### config.mk
export PLATFORM = sky130hd
export DESIGN_NAME = led_chase_lock_controller_flat
export DESIGN_NICKNAME = d
export VERILOG_FILES = /design/src/lclc_pkg.sv /design/src/lclc_ifs.sv /design/src/lclc_step.sv /design/src/led_chase_lock_controller.sv /design/src/flat_wrapper.sv
export SDC_FILE = /design/constraint.sdc
export NUM_CORES = 1
export LEC_CHECK = 0
export BUFFER_PORTS_ARGS = -buffer_cell sky130_fd_sc_hd__buf_2
export CORE_MARGIN = 2
export CORE_UTILIZATION = 55
export CTS_CLUSTER_DIAMETER = 30
export DETAILED_ROUTE_END_ITERATION = 16
export PLACE_DENSITY = 0.71
export SLEW_MARGIN = 40
export SYNTH_ARGS = -nofsm -noshare
export SYNTH_HDL_FRONTEND = slang
export SYNTH_SLANG_ARGS = --single-unit
### constraint.sdc
create_clock -name clk_i -period 16.2 [get_ports clk_i]
set_input_delay 0.81 -clock clk_i [delete_from_list [all_inputs] [get_ports clk_i]]
set_output_delay 0.81 -clock clk_i [all_outputs]
set_load 0.02 [all_outputs]
### src/lclc_pkg.sv
// ----------------------------------------------------------------------------
// lclc_pkg
// Shared types, register defaults and LED pattern tables of the LED chase
// and lock controller.
// ----------------------------------------------------------------------------
package lclc_pkg;

  localparam int unsigned LedW      = 9;
  localparam int unsigned CfgIdxW   = 3;
  localparam int unsigned CfgDataW  = 16;
  localparam int unsigned PatDepth  = 14;

  localparam logic [LedW-1:0] LedAll = 9'h1FF;

  localparam logic [11:0] SleepLimitRst     = 12'd1200;
  localparam logic [7:0]  LockShortMinRst   = 8'd5;
  localparam logic [7:0]  LockLongTicksRst  = 8'd200;
  localparam logic [15:0] LightShortMinRst  = 16'd5;
  localparam logic [15:0] LightLongCountRst = 16'd2000;

  localparam logic [7:0] FlashOneSteps  = 8'd35;
  localparam logic [7:0] FlashTwoSteps  = 8'd33;
  localparam logic [7:0] FlashDarkSteps = 8'd3;
  localparam logic [7:0] ChaseOneSteps  = 8'd70;
  localparam logic [7:0] ChaseTwoSteps  = 8'd170;
  localparam logic [7:0] ChaseBlinkFrom = 8'd70;
  localparam logic [7:0] PatLastIdx     = 8'd13;
  localparam logic [10:0] IdleMax       = 11'h7FF;

  localparam logic [LedW-1:0] PatSet [PatDepth] = '{
    9'h000, 9'h008, 9'h004, 9'h002, 9'h001, 9'h100, 9'h080,
    9'h100, 9'h080, 9'h100, 9'h001, 9'h002, 9'h004, 9'h008};
  localparam logic [LedW-1:0] PatClr [PatDepth] = '{
    9'h008, 9'h004, 9'h002, 9'h001, 9'h100, 9'h080, 9'h000,
    9'h080, 9'h100, 9'h001, 9'h002, 9'h004, 9'h008, 9'h000};

  typedef enum logic [CfgIdxW-1:0] {
    CfgSleepLimit     = 3'd0,
    CfgLockShortMin   = 3'd1,
    CfgLockLongTicks  = 3'd2,
    CfgLightShortMin  = 3'd3,
    CfgLightLongCount = 3'd4
  } lclc_cfg_idx_e;

  typedef struct packed {
    logic [11:0] sleep_limit;
    logic [7:0]  lock_short_min;
    logic [7:0]  lock_long_ticks;
    logic [15:0] light_short_min;
    logic [15:0] light_long_count;
  } lclc_cfg_t;

  typedef struct packed {
    logic opcode;
    logic mode_key;
    logic light_key;
    logic lock_key;
  } lclc_item_t;

  typedef struct packed {
    logic [LedW-1:0] led_lines;
    logic            lock_state;
    logic            sleep_entered;
  } lclc_res_t;

  typedef struct packed {
    logic [15:0]     light_hold_count;
    logic            light_long_seen;
    logic [7:0]      lock_hold_count;
    logic            lock_long_seen;
    logic            locked;
    logic            chase_active;
    logic            flash_active;
    logic [7:0]      step_count;
    logic [1:0]      flash_round;
    logic [10:0]     idle_count;
    logic [LedW-1:0] led_state;
  } lclc_state_t;

  localparam lclc_state_t StateRst = '{
    locked:    1'b1,
    led_state: LedAll,
    default:   '0
  };

endpackage

### src/lclc_ifs.sv
// ----------------------------------------------------------------------------
// lclc interfaces
// Valid/ready channels for input items, result items and register writes.
// ----------------------------------------------------------------------------
interface lclc_in_if ();
  logic valid;
  logic ready;
  logic opcode;
  logic mode_key;
  logic light_key;
  logic lock_key;

  modport source (output valid, opcode, mode_key, light_key, lock_key, input ready);
  modport sink (input valid, opcode, mode_key, light_key, lock_key, output ready);
endinterface

interface lclc_res_if import lclc_pkg::*; ();
  logic            valid;
  logic            ready;
  logic [LedW-1:0] led_lines;
  logic            lock_state;
  logic            sleep_entered;

  modport source (output valid, led_lines, lock_state, sleep_entered, input ready);
  modport sink (input valid, led_lines, lock_state, sleep_entered, output ready);
endinterface

interface lclc_cfg_if import lclc_pkg::*; ();
  logic                valid;
  logic                ready;
  logic [CfgIdxW-1:0]  index;
  logic [CfgDataW-1:0] data;

  modport source (output valid, index, data, input ready);
  modport sink (input valid, index, data, output ready);
endinterface

### src/lclc_step.sv
// ----------------------------------------------------------------------------
// lclc_step
// Next-state and result logic for one main-loop pass: key handling, flash
// and chase patterns, and the idle counter.
// ----------------------------------------------------------------------------
module lclc_step import lclc_pkg::*; (
  input  lclc_state_t state_i,
  input  lclc_cfg_t   cfg_i,
  input  lclc_item_t  item_i,
  output lclc_state_t state_o,
  output lclc_res_t   res_o
);

  // Exact for every 8-bit value.
  function automatic logic [7:0] div5(logic [7:0] v);
    logic [15:0] p;
    p = 16'(v) * 16'd205;
    return {2'b00, p[15:10]};
  endfunction

  function automatic logic [LedW-1:0] apply_pat(logic [LedW-1:0] led, logic [7:0] idx);
    logic [LedW-1:0] res;
    res = led;
    if (idx <= PatLastIdx) begin
      res = (led | PatSet[idx[3:0]]) & ~PatClr[idx[3:0]];
    end
    return res;
  endfunction

  lclc_state_t s;
  logic        slept;
  logic        lock_ev;
  logic        end_flash;
  logic [7:0]  quo;
  logic [7:0]  pidx;

  always_comb begin
    s         = state_i;
    slept     = 1'b0;
    lock_ev   = 1'b0;
    end_flash = 1'b0;
    quo       = '0;
    pidx      = '0;

    if (item_i.light_key && s.light_hold_count != 16'hFFFF) begin
      s.light_hold_count = s.light_hold_count + 16'd1;
    end

    if (item_i.opcode) begin
      if (!item_i.light_key) begin
        if (s.light_hold_count > cfg_i.light_short_min) begin
          s.chase_active = 1'b1;
        end
        s.light_hold_count = '0;
        s.light_long_seen  = 1'b0;
      end else if (s.light_hold_count > cfg_i.light_long_count) begin
        s.light_hold_count = cfg_i.light_long_count;
        if (!s.light_long_seen) begin
          s.chase_active    = 1'b1;
          s.light_long_seen = 1'b1;
        end
      end

      if (item_i.lock_key) begin
        if (s.lock_hold_count != 8'hFF) begin
          s.lock_hold_count = s.lock_hold_count + 8'd1;
        end
        if (s.lock_hold_count >= cfg_i.lock_long_ticks) begin
          s.lock_hold_count = cfg_i.lock_long_ticks;
          if (!s.lock_long_seen) begin
            s.lock_long_seen = 1'b1;
            lock_ev          = 1'b1;
          end
        end
      end else begin
        if (s.lock_hold_count >= cfg_i.lock_long_ticks) begin
          s.lock_long_seen = 1'b0;
        end else if (s.lock_hold_count >= cfg_i.lock_short_min) begin
          lock_ev = 1'b1;
        end
        s.lock_hold_count = '0;
      end

      if (lock_ev) begin
        s.led_state    = LedAll;
        s.locked       = !s.locked;
        s.flash_active = 1'b1;
        s.step_count   = '0;
        s.flash_round  = '0;
      end

      if (s.flash_active) begin
        if (!item_i.mode_key) begin
          if (s.step_count < FlashOneSteps) begin
            s.led_state = apply_pat(s.led_state, div5(s.step_count));
          end
          s.step_count = s.step_count + 8'd1;
          end_flash    = (s.step_count >= FlashOneSteps);
        end else begin
          if (s.step_count < FlashDarkSteps) begin
            s.led_state = '0;
          end else if (s.step_count < FlashTwoSteps) begin
            s.led_state = LedAll;
          end
          s.step_count = s.step_count + 8'd1;
          end_flash    = (s.step_count >= FlashTwoSteps);
        end
        if (end_flash) begin
          s.step_count = '0;
          if (s.locked) begin
            s.flash_round = s.flash_round + 2'd1;
            if (s.flash_round == 2'd3) begin
              s.flash_active = 1'b0;
            end
          end else begin
            s.flash_active = 1'b0;
          end
        end
      end else if (s.chase_active) begin
        if (!s.locked) begin
          s.chase_active = 1'b0;
          s.step_count   = '0;
        end else begin
          pidx        = (s.step_count == 8'd0) ? 8'd0 : div5(s.step_count - 8'd1);
          s.led_state = apply_pat(s.led_state, pidx);
          if (!item_i.mode_key) begin
            s.step_count = s.step_count + 8'd1;
            if (s.step_count >= ChaseOneSteps) begin
              s.led_state    = LedAll;
              s.step_count   = '0;
              s.chase_active = 1'b0;
            end
          end else begin
            quo = div5(s.step_count);
            if (s.step_count >= ChaseBlinkFrom &&
                s.step_count == ({quo[5:0], 2'b00} + quo)) begin
              if (s.flash_round == 2'd0) begin
                s.led_state   = '0;
                s.flash_round = 2'd1;
              end else begin
                s.led_state   = LedAll;
                s.flash_round = 2'd0;
              end
            end
            s.step_count = s.step_count + 8'd1;
            if (s.step_count >= ChaseTwoSteps) begin
              s.led_state    = LedAll;
              s.flash_round  = '0;
              s.step_count   = '0;
              s.chase_active = 1'b0;
            end
          end
        end
      end

      if (s.step_count == 8'd0 && !s.chase_active &&
          (s.light_hold_count == 16'd0 || s.lock_long_seen)) begin
        if (s.idle_count != IdleMax) begin
          s.idle_count = s.idle_count + 11'd1;
        end
        if ({1'b0, s.idle_count} > cfg_i.sleep_limit) begin
          s.idle_count      = '0;
          s.led_state       = LedAll;
          s.lock_hold_count = '0;
          slept             = 1'b1;
        end
      end else begin
        s.idle_count = '0;
      end
    end

    state_o             = s;
    res_o.led_lines     = s.led_state;
    res_o.lock_state    = s.locked;
    res_o.sleep_entered = slept;
  end

endmodule

### src/led_chase_lock_controller.sv
// ----------------------------------------------------------------------------
// led_chase_lock_controller
// Lock key and light key handling with LED flash, chase and sleep request.
// ----------------------------------------------------------------------------
// Each input item is one main-loop pass; every item gives exactly one result
// item. An item is captured in an input register, then one pass of the key,
// pattern and idle logic updates the controller state and loads the result
// register, so the block takes one item per cycle while results are taken.
// The input register holds one further item while a result waits to be
// taken. Register writes complete in the cycle they are presented.
module led_chase_lock_controller import lclc_pkg::*; (
  input  logic              clk_i,
  input  logic              rst_ni,
  lclc_in_if.sink           in_i,
  lclc_res_if.source        res_o,
  lclc_cfg_if.sink          cfg_i
);

  lclc_cfg_t   cfg_q;
  lclc_state_t state_q;
  lclc_state_t state_d;
  lclc_item_t  item_q;
  logic        item_valid_q;
  lclc_res_t   res_q;
  lclc_res_t   res_d;
  logic        res_valid_q;
  logic        advance;

  assign advance     = item_valid_q && (!res_valid_q || res_o.ready);
  assign in_i.ready  = !item_valid_q || advance;
  assign cfg_i.ready = 1'b1;

  always_ff @(posedge clk_i or negedge rst_ni) begin
    if (!rst_ni) begin
      cfg_q.sleep_limit      <= SleepLimitRst;
      cfg_q.lock_short_min   <= LockShortMinRst;
      cfg_q.lock_long_ticks  <= LockLongTicksRst;
      cfg_q.light_short_min  <= LightShortMinRst;
      cfg_q.light_long_count <= LightLongCountRst;
    end else if (cfg_i.valid) begin
      unique case (lclc_cfg_idx_e'(cfg_i.index))
        CfgSleepLimit:     cfg_q.sleep_limit      <= cfg_i.data[11:0];
        CfgLockShortMin:   cfg_q.lock_short_min   <= cfg_i.data[7:0];
        CfgLockLongTicks:  cfg_q.lock_long_ticks  <= cfg_i.data[7:0];
        CfgLightShortMin:  cfg_q.light_short_min  <= cfg_i.data;
        CfgLightLongCount: cfg_q.light_long_count <= cfg_i.data;
        default: begin
        end
      endcase
    end
  end

  always_ff @(posedge clk_i or negedge rst_ni) begin
    if (!rst_ni) begin
      item_valid_q <= 1'b0;
    end else if (in_i.ready) begin
      item_valid_q <= in_i.valid;
    end
  end

  always_ff @(posedge clk_i) begin
    if (in_i.valid && in_i.ready) begin
      item_q.opcode    <= in_i.opcode;
      item_q.mode_key  <= in_i.mode_key;
      item_q.light_key <= in_i.light_key;
      item_q.lock_key  <= in_i.lock_key;
    end
  end

  lclc_step u_step (
    .state_i (state_q),
    .cfg_i   (cfg_q),
    .item_i  (item_q),
    .state_o (state_d),
    .res_o   (res_d)
  );

  always_ff @(posedge clk_i or negedge rst_ni) begin
    if (!rst_ni) begin
      state_q     <= StateRst;
      res_valid_q <= 1'b0;
    end else if (advance) begin
      state_q     <= state_d;
      res_valid_q <= 1'b1;
    end else if (res_o.ready) begin
      res_valid_q <= 1'b0;
    end
  end

  always_ff @(posedge clk_i) begin
    if (advance) begin
      res_q <= res_d;
    end
  end

  assign res_o.valid         = res_valid_q;
  assign res_o.led_lines     = res_q.led_lines;
  assign res_o.lock_state    = res_q.lock_state;
  assign res_o.sleep_entered = res_q.sleep_entered;

  a_stall_cause: assert property (@(posedge clk_i) disable iff (!rst_ni)
    !in_i.ready |-> (item_valid_q && res_valid_q && !res_o.ready))
    else $error("input stalled without a waiting result");

  a_advance_loads: assert property (@(posedge clk_i) disable iff (!rst_ni)
    advance |=> res_valid_q)
    else $error("processed item produced no result");

  a_sleep_leds: assert property (@(posedge clk_i) disable iff (!rst_ni)
    (res_valid_q && res_q.sleep_entered) |-> (res_q.led_lines == LedAll))
    else $error("sleep request without all LED lines high");

  a_state_hold: assert property (@(posedge clk_i) disable iff (!rst_ni)
    !advance |=> $stable(state_q))
    else $error("controller state changed without an item");

endmodule
### src/flat_wrapper.sv
// flat-port wrapper written by rule: the top's interface ports become plain ports
module led_chase_lock_controller_flat import lclc_pkg::*;
  (clk_i, rst_ni, in_i_valid, in_i_opcode, in_i_mode_key, in_i_light_key, in_i_lock_key, in_i_ready, res_o_valid, res_o_led_lines, res_o_lock_state, res_o_sleep_entered, res_o_ready, cfg_i_valid, cfg_i_index, cfg_i_data, cfg_i_ready);
  lclc_in_if in_i_i ();
  lclc_res_if res_o_i ();
  lclc_cfg_if cfg_i_i ();
  input  logic clk_i;
  input  logic rst_ni;
  input wire logic [$bits(in_i_i.valid)-1:0] in_i_valid;
  input wire logic [$bits(in_i_i.opcode)-1:0] in_i_opcode;
  input wire logic [$bits(in_i_i.mode_key)-1:0] in_i_mode_key;
  input wire logic [$bits(in_i_i.light_key)-1:0] in_i_light_key;
  input wire logic [$bits(in_i_i.lock_key)-1:0] in_i_lock_key;
  output wire logic [$bits(in_i_i.ready)-1:0] in_i_ready;
  output wire logic [$bits(res_o_i.valid)-1:0] res_o_valid;
  output wire logic [$bits(res_o_i.led_lines)-1:0] res_o_led_lines;
  output wire logic [$bits(res_o_i.lock_state)-1:0] res_o_lock_state;
  output wire logic [$bits(res_o_i.sleep_entered)-1:0] res_o_sleep_entered;
  input wire logic [$bits(res_o_i.ready)-1:0] res_o_ready;
  input wire logic [$bits(cfg_i_i.valid)-1:0] cfg_i_valid;
  input wire logic [$bits(cfg_i_i.index)-1:0] cfg_i_index;
  input wire logic [$bits(cfg_i_i.data)-1:0] cfg_i_data;
  output wire logic [$bits(cfg_i_i.ready)-1:0] cfg_i_ready;
  assign in_i_i.valid = in_i_valid;
  assign in_i_i.opcode = in_i_opcode;
  assign in_i_i.mode_key = in_i_mode_key;
  assign in_i_i.light_key = in_i_light_key;
  assign in_i_i.lock_key = in_i_lock_key;
  assign in_i_ready = in_i_i.ready;
  assign res_o_valid = res_o_i.valid;
  assign res_o_led_lines = res_o_i.led_lines;
  assign res_o_lock_state = res_o_i.lock_state;
  assign res_o_sleep_entered = res_o_i.sleep_entered;
  assign res_o_i.ready = res_o_ready;
  assign cfg_i_i.valid = cfg_i_valid;
  assign cfg_i_i.index = cfg_i_index;
  assign cfg_i_i.data = cfg_i_data;
  assign cfg_i_ready = cfg_i_i.ready;
  led_chase_lock_controller u_core (.clk_i(clk_i), .rst_ni(rst_ni), .in_i(in_i_i), .res_o(res_o_i), .cfg_i(cfg_i_i));
endmodule
Yosys cells after proc, flatten, opt, wreduce, memory -nomap -nowiden --
Memories as Yosys holds them, arrays and structs flattened. Cells that the tools add are included.
Storage, ports and cells: input bits 28, word-level logic and storage cells 191, ROM bits 576, memories 4, output and inout bits 14, flip-flop bits (word level) 136
Cells by class: reductions and logical operators 27, magnitude comparators 18, bitwise gates (word level) 8, eq/ne operators 10, add/sub/neg operators 7, multiply operators 2, multiplexer cells 90
Memory list:
- (no name shown) | words 16, bits a word 9, rd ports 1, clocked after Yosys merged registers in 0, write ports 0, line lclc_step.sv:25 | res = (led | PatSet[idx[3:0]]) & ~PatClr[idx[3:0]];
- (no name shown) | words 16, bits a word 9, rd ports 1, clocked after Yosys merged registers in 0, write ports 0, line lclc_step.sv:25
- (no name shown) | words 16, bits a word 9, rd ports 1, clocked after Yosys merged registers in 0, write ports 0, line lclc_step.sv:25
- (no name shown) | words 16, bits a word 9, rd ports 1, clocked after Yosys merged registers in 0, write ports 0, line lclc_step.sv:25
Operators with widths (count):
- $mux W9 | 29
- $mux W11 | 7
- $mux W8 | 8
- $mux W59 | 1
- $mux W17 | 3
- $mux W10 | 4
- $gt A16 B16 Y1 | 2
- $mul A8 B8 Y16 const B | 2
- $mux W1 | 31
- $ge A8 B8 Y1 | 3
- $mux W20 | 1
- $and A9 B9 Y9 | 2
- $not A9 Y9 | 2
- $or A9 B9 Y9 | 2
- $add A16 B1 Y16 const B | 1
- $add A8 B1 Y8 const B | 2
- $ge A8 B6 Y1 const B | 2
- $ge A8 B7 Y1 const B | 2
- $logic_not A16 Y1 | 1
- $logic_not A8 Y1 | 2
- $lt A8 B6 Y1 const B | 2
- $mux W16 | 1
- $ne A16 B16 Y1 const B | 1
- $reduce_and A2 Y1 | 7
- other kinds (27) | 44

Depth between registers and ports, before layout --
Gate-level depths: netlist (run 1).
depth after elaboration 30, mapped depth 46, mapped depth without buffers 42

By module --
Synthesis (run 1) repeated with hierarchy kept, for this count alone.
Second synthesis, totals: cell total of the unflattened synthesis 1488, area, all modules 13919.6 um^2
By module, submodules not included:
- lclc_step | instances 1, area an instance 8725.9 um^2, cells each 1207, seq. area each 0.0 um^2
- led_chase_lock_controller | instances 1, area an instance 5193.7 um^2, cells each 281, seq. area each 3512.1 um^2

Least setup slack after synthesis (run 1) --
No wires, ideal clock.
path type register to register, from reg u_core.state_q[35] (netlist name), to reg u_core.res_q, in the netlist u_core.res_o.led_lines[4] (data pin), data required time 15.946 ns, path slack 6.363 ns, clock period less this slack 9.837 ns, stages on the path, launching flop included 44, path buffers 3, library setup time 0.254 ns, arrival 9.583 ns, cells stage by stage dfrtp_1 ha_1 nand2_1 nor2_1 nand3_1 xnor2_1 ha_1 nand2b_1 a2111oi_2 o21ba_2 nor2_1 nor2_1 clkbuf_1 clkbuf_1 nand2_1 inv_1 ha_1 clkbuf_1 (+8 left out) nor2b_1 a211o_1 nand2_1 o311ai_1 xor2_1 ha_1 inv_1 fa_1 xnor2_1 nor3_1 a31oi_1 nor2_1 o2111ai_1 a211oi_2 o2111ai_2 o21ai_0 nand2_1 a21o_1
RTL lines:
- from (decl) | line led_chase_lock_controller.sv:20 | lclc_state_t state_q;
- from (signal assigned) | line led_chase_lock_controller.sv:80 | state_q <= StateRst;
- from (signal assigned) | line led_chase_lock_controller.sv:83 | state_q <= state_d;
- to (signal assigned) | line led_chase_lock_controller.sv:92 | res_q <= res_d;
- to (decl) | line led_chase_lock_controller.sv:24 | lclc_res_t res_q;

==> results of run 1 <==
metal layers:
layer | track usage, % | up-vias | wire (um) | part of all wire (%)
li1 | - | 5734 | - | -
met4 | 11.1 | 0 | 1140 | 3.1
met3 | 3.48 | 94 | 2050 | 5.6
met2 | 47.8 | 429 | 17300 | 47
met5 | 0 | - | 0 | 0
met1 | 38.6 | 5716 | 16100 | 44
synthesized netlist by cell type (all sizes together) (15+ instances only):
library cell	instances
edfxtp	15
buf	25
a211oi	15
ha	176
nor2	124
nor4	17
dfstp	27
a31oi	22
nand4	31
nand2	145
a21oi	73
xor2	28
xnor2	45
o21ai	119
a21o	25
and2	19
and3	15
mux2	28
clkbuf	48
nand3	52
nor3	29
inv	139
dfrtp	94
fa	20
worst max-delay path: cells and delay by family, from the launching register on:
kind / cells / cell delay (ps)
fa+ha+maj: 9 / 3500
xor+xnor: 4 / 1160
buf+inv: 4 / 370
simple gates: 11 / 2000
flops: 1 / 440
compound gates: 13 / 3070
state kept, by name, indices dropped and copies added, names as in the netlist:
register,flops
u_core.item_q,4
u_core.res_o.sleep_entered,1
u_core.cfg_q,60
u_core.res_o.lock_state,1
u_core.item_valid_q,1
u_core.res_o.led_lines,9
u_core.res_o.valid,1
u_core.state_q,59
area by class of cell:
cell class	count	area share [%]
well taps	324	2.82
flip-flops and latches	136	24.4
clock inverters	14	1.29
clock buffers	18	2.98
multi-input cells	1228	62.8
inverters	140	3.65
repair buffers	52	2.06
per-stage QoR:
stage | worst slack (ps) | hold slack [ps] | utilization (%) | cells
floorplan | 6360 | 457 | - | 1577
global placement | 5720 | 462 | 57.0 | 1880
detailed placement | 5310 | 475 | 57.1 | 1880
CTS | 5260 | 413 | 59.7 | 1912
global route | 4640 | 435 | 59.7 | 1912
finish | 5470 | 385 | 59.7 | 1912
worst max path at each step:
stage / startpoint / to / slack [ps] / depth (start not counted)
2_1_floorplan: u_core.state_q[35] / u_core.res_o.led_lines[4] / 6360 / 43
4_1_cts: u_core.state_q[35] / u_core.res_o.led_lines[4] / 5260 / 42
5_1_grt: u_core.state_q[35] / u_core.res_o.led_lines[5] / 4640 / 39
6_report: u_core.state_q[35] / u_core.res_o.led_lines[0] / 5470 / 41
3_5_place_dp: u_core.state_q[35] / u_core.res_o.led_lines[4] / 5310 / 42
3_3_place_gp: u_core.state_q[35] / u_core.res_o.led_lines[5] / 5720 / 42
cells by family (layout without fill, tap and decap cells):
logic type                 after synthesis  in the layout  synth area share [%]
other                                    1              1                0.0280
xor gates and xnor gates                73             73                  4.84
adders and majority gates              196            196                  19.5
and+or+nand+nor                        498            498                  18.2
buffers and inverters                  213            224                  6.44
DFF                                    136            136                  26.3
muxes                                   37             37                  3.06
AOI/OAI and AO/OA                      423            423                  21.7
==> tab_implementation.tex, run 1 <==
\begin{tabular}{lr}
\hline
Metric & Value \\
\hline
\multicolumn{2}{l}{\textbf{Status}} \\
\quad Outcome & finished clean \\
\multicolumn{2}{l}{\textbf{Clocking}} \\
\quad Clk Tree Root Cell & clkbuf\_16 \\
\quad Max Buffers Root-to-Sink & 2 \\
\quad Clock-pin slew of the registers on the worst-case setup and hold paths & $\sim$70 ps \\
\quad \# H-tree levels & 4 \\
\quad Clock network latency to the later pin of the worst-skew pair & between 400 and 500 ps \\
\quad CTS tree & done \\
\quad Count of instances resized after the clock tree is built & 0 \\
\quad Cts bufs inserted & 17 \\
\quad Buffers inserted during post-CTS setup optimization & 0 \\
\quad Hold-fix buffers at CTS & 0 \\
\quad \# clock sinks & between 100 and 150 \\
\multicolumn{2}{l}{\textbf{Logic synthesis}} \\
\quad Library cells used by synthesis & 96 \\
\quad Avg Cell Area, Syn & about 8.5 sq um \\
\quad Warnings from Yosys & 0 \\
\quad Share of flip-flops with an asynchronous set or reset & between 80\% and 90\% \\
\quad Number of flops mapped to enable cells by yosys & 15 \\
\quad Flop and latch count out of synthesis & 136 \\
\quad Dominant register cell in the synthesized netlist & dfrtp\_1 \\
\quad Cell type with the largest total area after synthesis & dfrtp\_1 \\
\quad Top area cells in the synthesized netlist & dfrtp\_1, ha\_1, dfstp\_2 \\
\quad Portion of the post-synthesis area used by sequential elements & between 20\% and 30\% \\
\quad Post-synthesis instance area & 13400 sq um \\
\quad Synthesized netlist net count & 1801 \\
\quad Synthesized instance count & approximately 1600 \\
\quad Post-synth top area share & 17.6\% \\
\multicolumn{2}{l}{\textbf{Floorplan}} \\
\quad Site Rows & between 50 and 60 \\
\quad Core Footprint & 24100 sq um \\
\quad \# IOs & 42 \\
\quad Die width & about 160 um \\
\quad Initial cell density of the core & 55.5\% \\
\quad Die Span Y & $\sim$160 um \\
\quad Total die area & 25600 sq um \\
\multicolumn{2}{l}{\textbf{STA}} \\
\quad Final count of negative-setup-slack endpoints & 0 \\
\quad Final setup TNS & 0 ps \\
\quad Relative slew margins & around half \\
\quad Number of pins with negative max-slew slack in the final report & 0 \\
\quad Hold Violations, Final & 0 \\
\quad Fraction of the cycle the final worst path needs & approximately two thirds \\
\quad Max Freq & 93.2 MHz \\
\quad Clock skew after layout & 11.0 ps \\
\quad Least-Margin Pin Slew & 756 ps \\
\quad Setup repair after global routing missed its margin & false \\
\quad Period minus WS final & around 11000 ps \\
\multicolumn{2}{l}{\textbf{Worst setup path}} \\
\quad Setup slack of the worst register-to-register path & between 5000 and 6000 ps \\
\quad Worst Setup Start Kind & flop \\
\quad Capturing element type of the critical path & flop \\
\quad Most prevalent standard cell on the critical path & ha\_1 \\
\quad Data arrival time at the worst-slack endpoint & 11010 ps \\
\quad Endpoint of the worst register-to-register path & u\_core.res\_o.led\_lines[0] \\
\quad Worst reg2reg path depth & around 40 \\
\quad Highest net fanout along the worst path & 14 \\
\quad Critical register-to-register path startpoint & u\_core.state\_q[35] \\
\quad Highest cell delay on the worst timing path & about 600 ps \\
\quad Critical Setup Path Class & flop to flop \\
\quad Required time reported for the critical path endpoint & 16480 ps \\
\quad Library cell contributing the largest single delay on the critical path & xor2\_1 \\
\multicolumn{2}{l}{\textbf{Global route}} \\
\quad First-pass GRT wire length & around 60000 um \\
\quad Total track usage & between 20\% and 30\% \\
\quad Antenna violations before repair & 0 \\
\quad Global route total overflow & 0 \\
\quad Largest net degree at the start of global routing & 78 \\
\quad Number of global-route vias before repair & 11500 \\
\multicolumn{2}{l}{\textbf{Routing}} \\
\quad Post-route DRC violation count & 0 \\
\quad DRC marker count from the first detailed-route iteration & slightly above 1000 \\
\quad Detailed Routing Iterations Pass 1 & 5 \\
\quad WL final & between 30000 and 40000 um \\
\quad Vias per cell & $\sim$6.3 \\
\quad Routed WL per cell & about 19 um \\
\quad Via count & 12000 \\
\quad Count of nets left with antenna violations after detail routing & 0 \\
\multicolumn{2}{l}{\textbf{Place}} \\
\quad Total of buffers placed on input and output ports & 40 \\
\quad Detailed placer's ending HPWL & approximately 28000 um \\
\quad Total placed instance area & 13800 sq um \\
\quad Routability congestion estimate from global placement & 0.949 \\
\multicolumn{2}{l}{\textbf{Final layout}} \\
\quad Diode insertion count for antenna repair & 0 \\
\quad Leading cell types in the layout, fill and taps excluded & ha\_1, nand2\_1, inv\_1 \\
\quad Share of final-layout standard cells stronger than drive strength 1 & roughly 11\% \\
\quad Area of the multi-input gates & roughly 9000 sq um \\
\quad Register area & 3510 sq um \\
\quad Leading cell type in the layout, fill and taps excluded & ha\_1 \\
\quad Filler cell count in the final layout & about 2200 \\
\quad Number of nets in the layout & around 1800 \\
\quad Synthesis-to-layout area growth & 7.70\% \\
\quad Cell area after layout & around 14000 sq um \\
\multicolumn{2}{l}{\textbf{Min path}} \\
\quad Tightest Hold Check Type & input port to async pin \\
\multicolumn{2}{l}{\textbf{Run}} \\
\quad Number of max-cap violations & 0 \\
\hline
\end{tabular}
Power of run 1 is not shown: default switching activity piles up to over one toggle a cycle in this logic, so the estimate is an artifact.
==> run 2: changes to the inputs <==
--- a/config.mk
+++ b/config.mk
@@ -10,7 +10,7 @@
 export CORE_UTILIZATION = 55
 export CTS_CLUSTER_DIAMETER = 30
 export DETAILED_ROUTE_END_ITERATION = 16
-export PLACE_DENSITY = 0.71
+export PLACE_DENSITY = 0.74
 export SLEW_MARGIN = 40
 export SYNTH_ARGS = -nofsm -noshare
 export SYNTH_HDL_FRONTEND = slang
==> constraint.sdc (replaced) <==
create_clock -name clk_i -period 8.9 [get_ports clk_i]
set_input_delay 0.445 -clock clk_i [delete_from_list [all_inputs] [get_ports clk_i]]
set_output_delay 0.445 -clock clk_i [all_outputs]
set_load 0.02 [all_outputs]
==> run 2 against run 1 <==
Compared with the run above: setup slack worse by 5200 ps; global-route usage up 1.3 points; final cell count up 2.9%.
==> tab_implementation.tex, run 2 (synthesis results as in run 1) <==
\begin{tabular}{lr}
\hline
Metric & Value \\
\hline
\multicolumn{2}{l}{\textbf{Clocking}} \\
\quad Cts bufs inserted & 17 (unchanged) \\
\quad CTS tree & done (unchanged) \\
\quad Clock-pin slew of the registers on the worst-case setup and hold paths & 60 ps (was 70 ps) \\
\quad Clk Tree Root Cell & clkbuf\_16 (unchanged) \\
\quad Clock network latency to the later pin of the worst-skew pair & 430 ps (about the same) \\
\quad \# clock sinks & 136 (unchanged) \\
\quad \# H-tree levels & 4 (unchanged) \\
\quad Max Buffers Root-to-Sink & 2 (unchanged) \\
\multicolumn{2}{l}{\textbf{Worst setup path}} \\
\quad Setup slack of the worst register-to-register path & 260 ps (was 5470 ps) \\
\quad Highest cell delay on the worst timing path & 560 ps (was 600 ps) \\
\quad Highest net fanout along the worst path & 7 (was 14) \\
\quad Critical Setup Path Class & flop to flop (unchanged) \\
\quad Data arrival time at the worst-slack endpoint & 8820 ps (was 11010 ps) \\
\quad Endpoint of the worst register-to-register path & u\_core.res\_o.led\_lines[2] (was u\_core.res\_o.led\_lines[0]) \\
\quad Worst reg2reg path depth & 37 (was 41) \\
\quad Required time reported for the critical path endpoint & 9080 ps (was 16480 ps) \\
\quad Worst Setup Start Kind & flop (unchanged) \\
\quad Critical register-to-register path startpoint & u\_core.state\_q[34] (was u\_core.state\_q[35]) \\
\quad Capturing element type of the critical path & flop (unchanged) \\
\quad Most prevalent standard cell on the critical path & ha\_1 (unchanged) \\
\quad Library cell contributing the largest single delay on the critical path & fa\_2 (was xor2\_1) \\
\multicolumn{2}{l}{\textbf{Place}} \\
\quad Total of buffers placed on input and output ports & 40 (unchanged) \\
\quad Post-Place Worst Slack & -257 ps (was 5310 ps) \\
\quad Routability congestion estimate from global placement & 0.966 (was 0.949) \\
\quad Detailed placer's ending HPWL & 29900 um (was 28100 um) \\
\multicolumn{2}{l}{\textbf{STA}} \\
\quad Max Freq & 116 MHz (was 93.2 MHz) \\
\quad Final count of negative-setup-slack endpoints & 0 (unchanged) \\
\quad Number of pins with negative max-slew slack in the final report & 0 (unchanged) \\
\quad Relative slew margins & 46.1\% (was 49.3\%) \\
\quad Least-Margin Pin Slew & 802 ps (was 756 ps) \\
\quad Clock skew after layout & 11.6 ps (was 11.0 ps) \\
\quad Worst Slack Setup Final & 259 ps (was 5470 ps) \\
\quad Period minus WS final & 8640 ps (was 10730 ps) \\
\quad Hold Violations, Final & 0 (unchanged) \\
\quad Tightest hold margin & 5.24 ps (was 385 ps) \\
\quad Final setup TNS & 0 ps (unchanged) \\
\quad Fraction of the cycle the final worst path needs & 97.1\% (was 66.2\%) \\
\multicolumn{2}{l}{\textbf{Status}} \\
\quad Outcome & finished clean (unchanged) \\
\multicolumn{2}{l}{\textbf{Floorplan}} \\
\quad Core Footprint & 24100 sq um (unchanged) \\
\quad Initial cell density of the core & 55.5\% (unchanged) \\
\quad Die width & 160 um (unchanged) \\
\quad Die Span Y & 160 um (unchanged) \\
\quad Total die area & 25600 sq um (unchanged) \\
\quad Site Rows & 57 (unchanged) \\
\quad \# IOs & 42 (unchanged) \\
\multicolumn{2}{l}{\textbf{Global route}} \\
\quad Global route total overflow & 0 (unchanged) \\
\quad First-pass GRT wire length & 62100 um (was 60000 um) \\
\quad Total track usage & 30.0\% (was 28.8\%) \\
\quad Largest net degree at the start of global routing & 66 (was 78) \\
\quad Antenna violations before repair & 0 (unchanged) \\
\quad Number of global-route vias before repair & 11800 (was 11500) \\
\multicolumn{2}{l}{\textbf{Run}} \\
\quad Number of max-cap violations & 0 (unchanged) \\
\multicolumn{2}{l}{\textbf{Routing}} \\
\quad DRC marker count from the first detailed-route iteration & 1047 (was 1026) \\
\quad Via count & 12400 (was 12000) \\
\quad Post-route DRC violation count & 0 (unchanged) \\
\quad Vias per cell & 6.30 (was 6.26) \\
\quad Detailed Routing Iterations Pass 1 & 6 (was 5) \\
\quad WL final & 39100 um (was 36600 um) \\
\quad Count of nets left with antenna violations after detail routing & 0 (unchanged) \\
\quad Routed WL per cell & 19.9 um (was 19.1 um) \\
\multicolumn{2}{l}{\textbf{Final layout}} \\
\quad Leading cell type in the layout, fill and taps excluded & ha\_1 (unchanged) \\
\quad Register with the most flip-flops & u\_core.cfg\_q (unchanged) \\
\quad Flip-flop count of the largest register, all copies and words added & 60 (unchanged) \\
\quad Diode insertion count for antenna repair & 0 (unchanged) \\
\quad Leading cell types in the layout, fill and taps excluded & ha\_1, nand2\_1, inv\_1 (unchanged) \\
\quad Share of final-layout standard cells stronger than drive strength 1 & 17.7\% (was 10.9\%) \\
\quad Synthesis-to-layout area growth & 14.4\% (was 7.70\%) \\
\quad Number of nets in the layout & 1854 (was 1799) \\
\multicolumn{2}{l}{\textbf{Min path}} \\
\quad Tightest Hold Check Type & input port to async pin (unchanged) \\
\hline
\end{tabular}
-- run 2: area by class of cell --
type                       count  area (sq um)
clock buffer                  23           500
clock inverter                 9           113
fill                        2092          8820
inverter                     140           531
multi-input combinational   1228          9500
sequential                   136          3510
tap                          324           405
timing repair buffer         107           726
-- run 2: layer usage --
layer / track usage (%) / share of wire (%) / vias up / wire (um)
li1: - / - / 5843 / -
met3: 3.53 / 5.5 / 91 / 2130
met1: 39.2 / 43 / 5952 / 16700
met2: 52.2 / 49 / 499 / 19100
met4: 9.50 / 2.9 / 0 / 1140
met5: 0 / 0 / - / 0
-- run 2: worst max-delay path by stage --
stage               slack, ps  cells past startpoint                   endpoint          startpoint
finish                    260                     37  u_core.res_o.led_lines[2]  u_core.state_q[34]
global route             -120                     37  u_core.res_o.led_lines[2]  u_core.state_q[34]
global placement          -50                     36  u_core.res_o.led_lines[0]  u_core.state_q[35]
CTS                         3                     36  u_core.res_o.led_lines[2]  u_core.state_q[34]
floorplan                   1                     41  u_core.res_o.led_lines[0]  u_core.state_q[35]
detailed placement       -260                     35  u_core.res_o.led_lines[0]  u_core.state_q[34]
-- run 2: repair_timing --
item                                   4_1_cts  5_1_grt
hold buffers                                 0        0
pin swaps                                    3       36
buffers inserted                             3       17
gates resized for setup                      2       74
setup endpoints to repair                   16       20
endpoints found under the hold margin        0        0
-- run 2: through the flow --
stage	util (%)	std cells	instance area, sq um
after global routing	63.4	1967	15300
final	63.4	1967	15300
after global placement	58.5	1915	14100
after floorplan	-	1577	13500
after CTS	61.3	1950	14800
after detailed placement	58.6	1915	14100
-- run 2: critical path: cells and delay by family (launching register included) --
family | cells | cell delay (ps)
AOI/OAI and AO/OA | 12 | 2760
xor gates and xnor gates | 3 | 410
adders and majority gates | 8 | 2690
buffers and inverters | 5 | 860
DFF | 1 | 390
muxes | 1 | 280
and+or+nand+nor | 8 | 980
Power of run 2 is left out for the same reason.
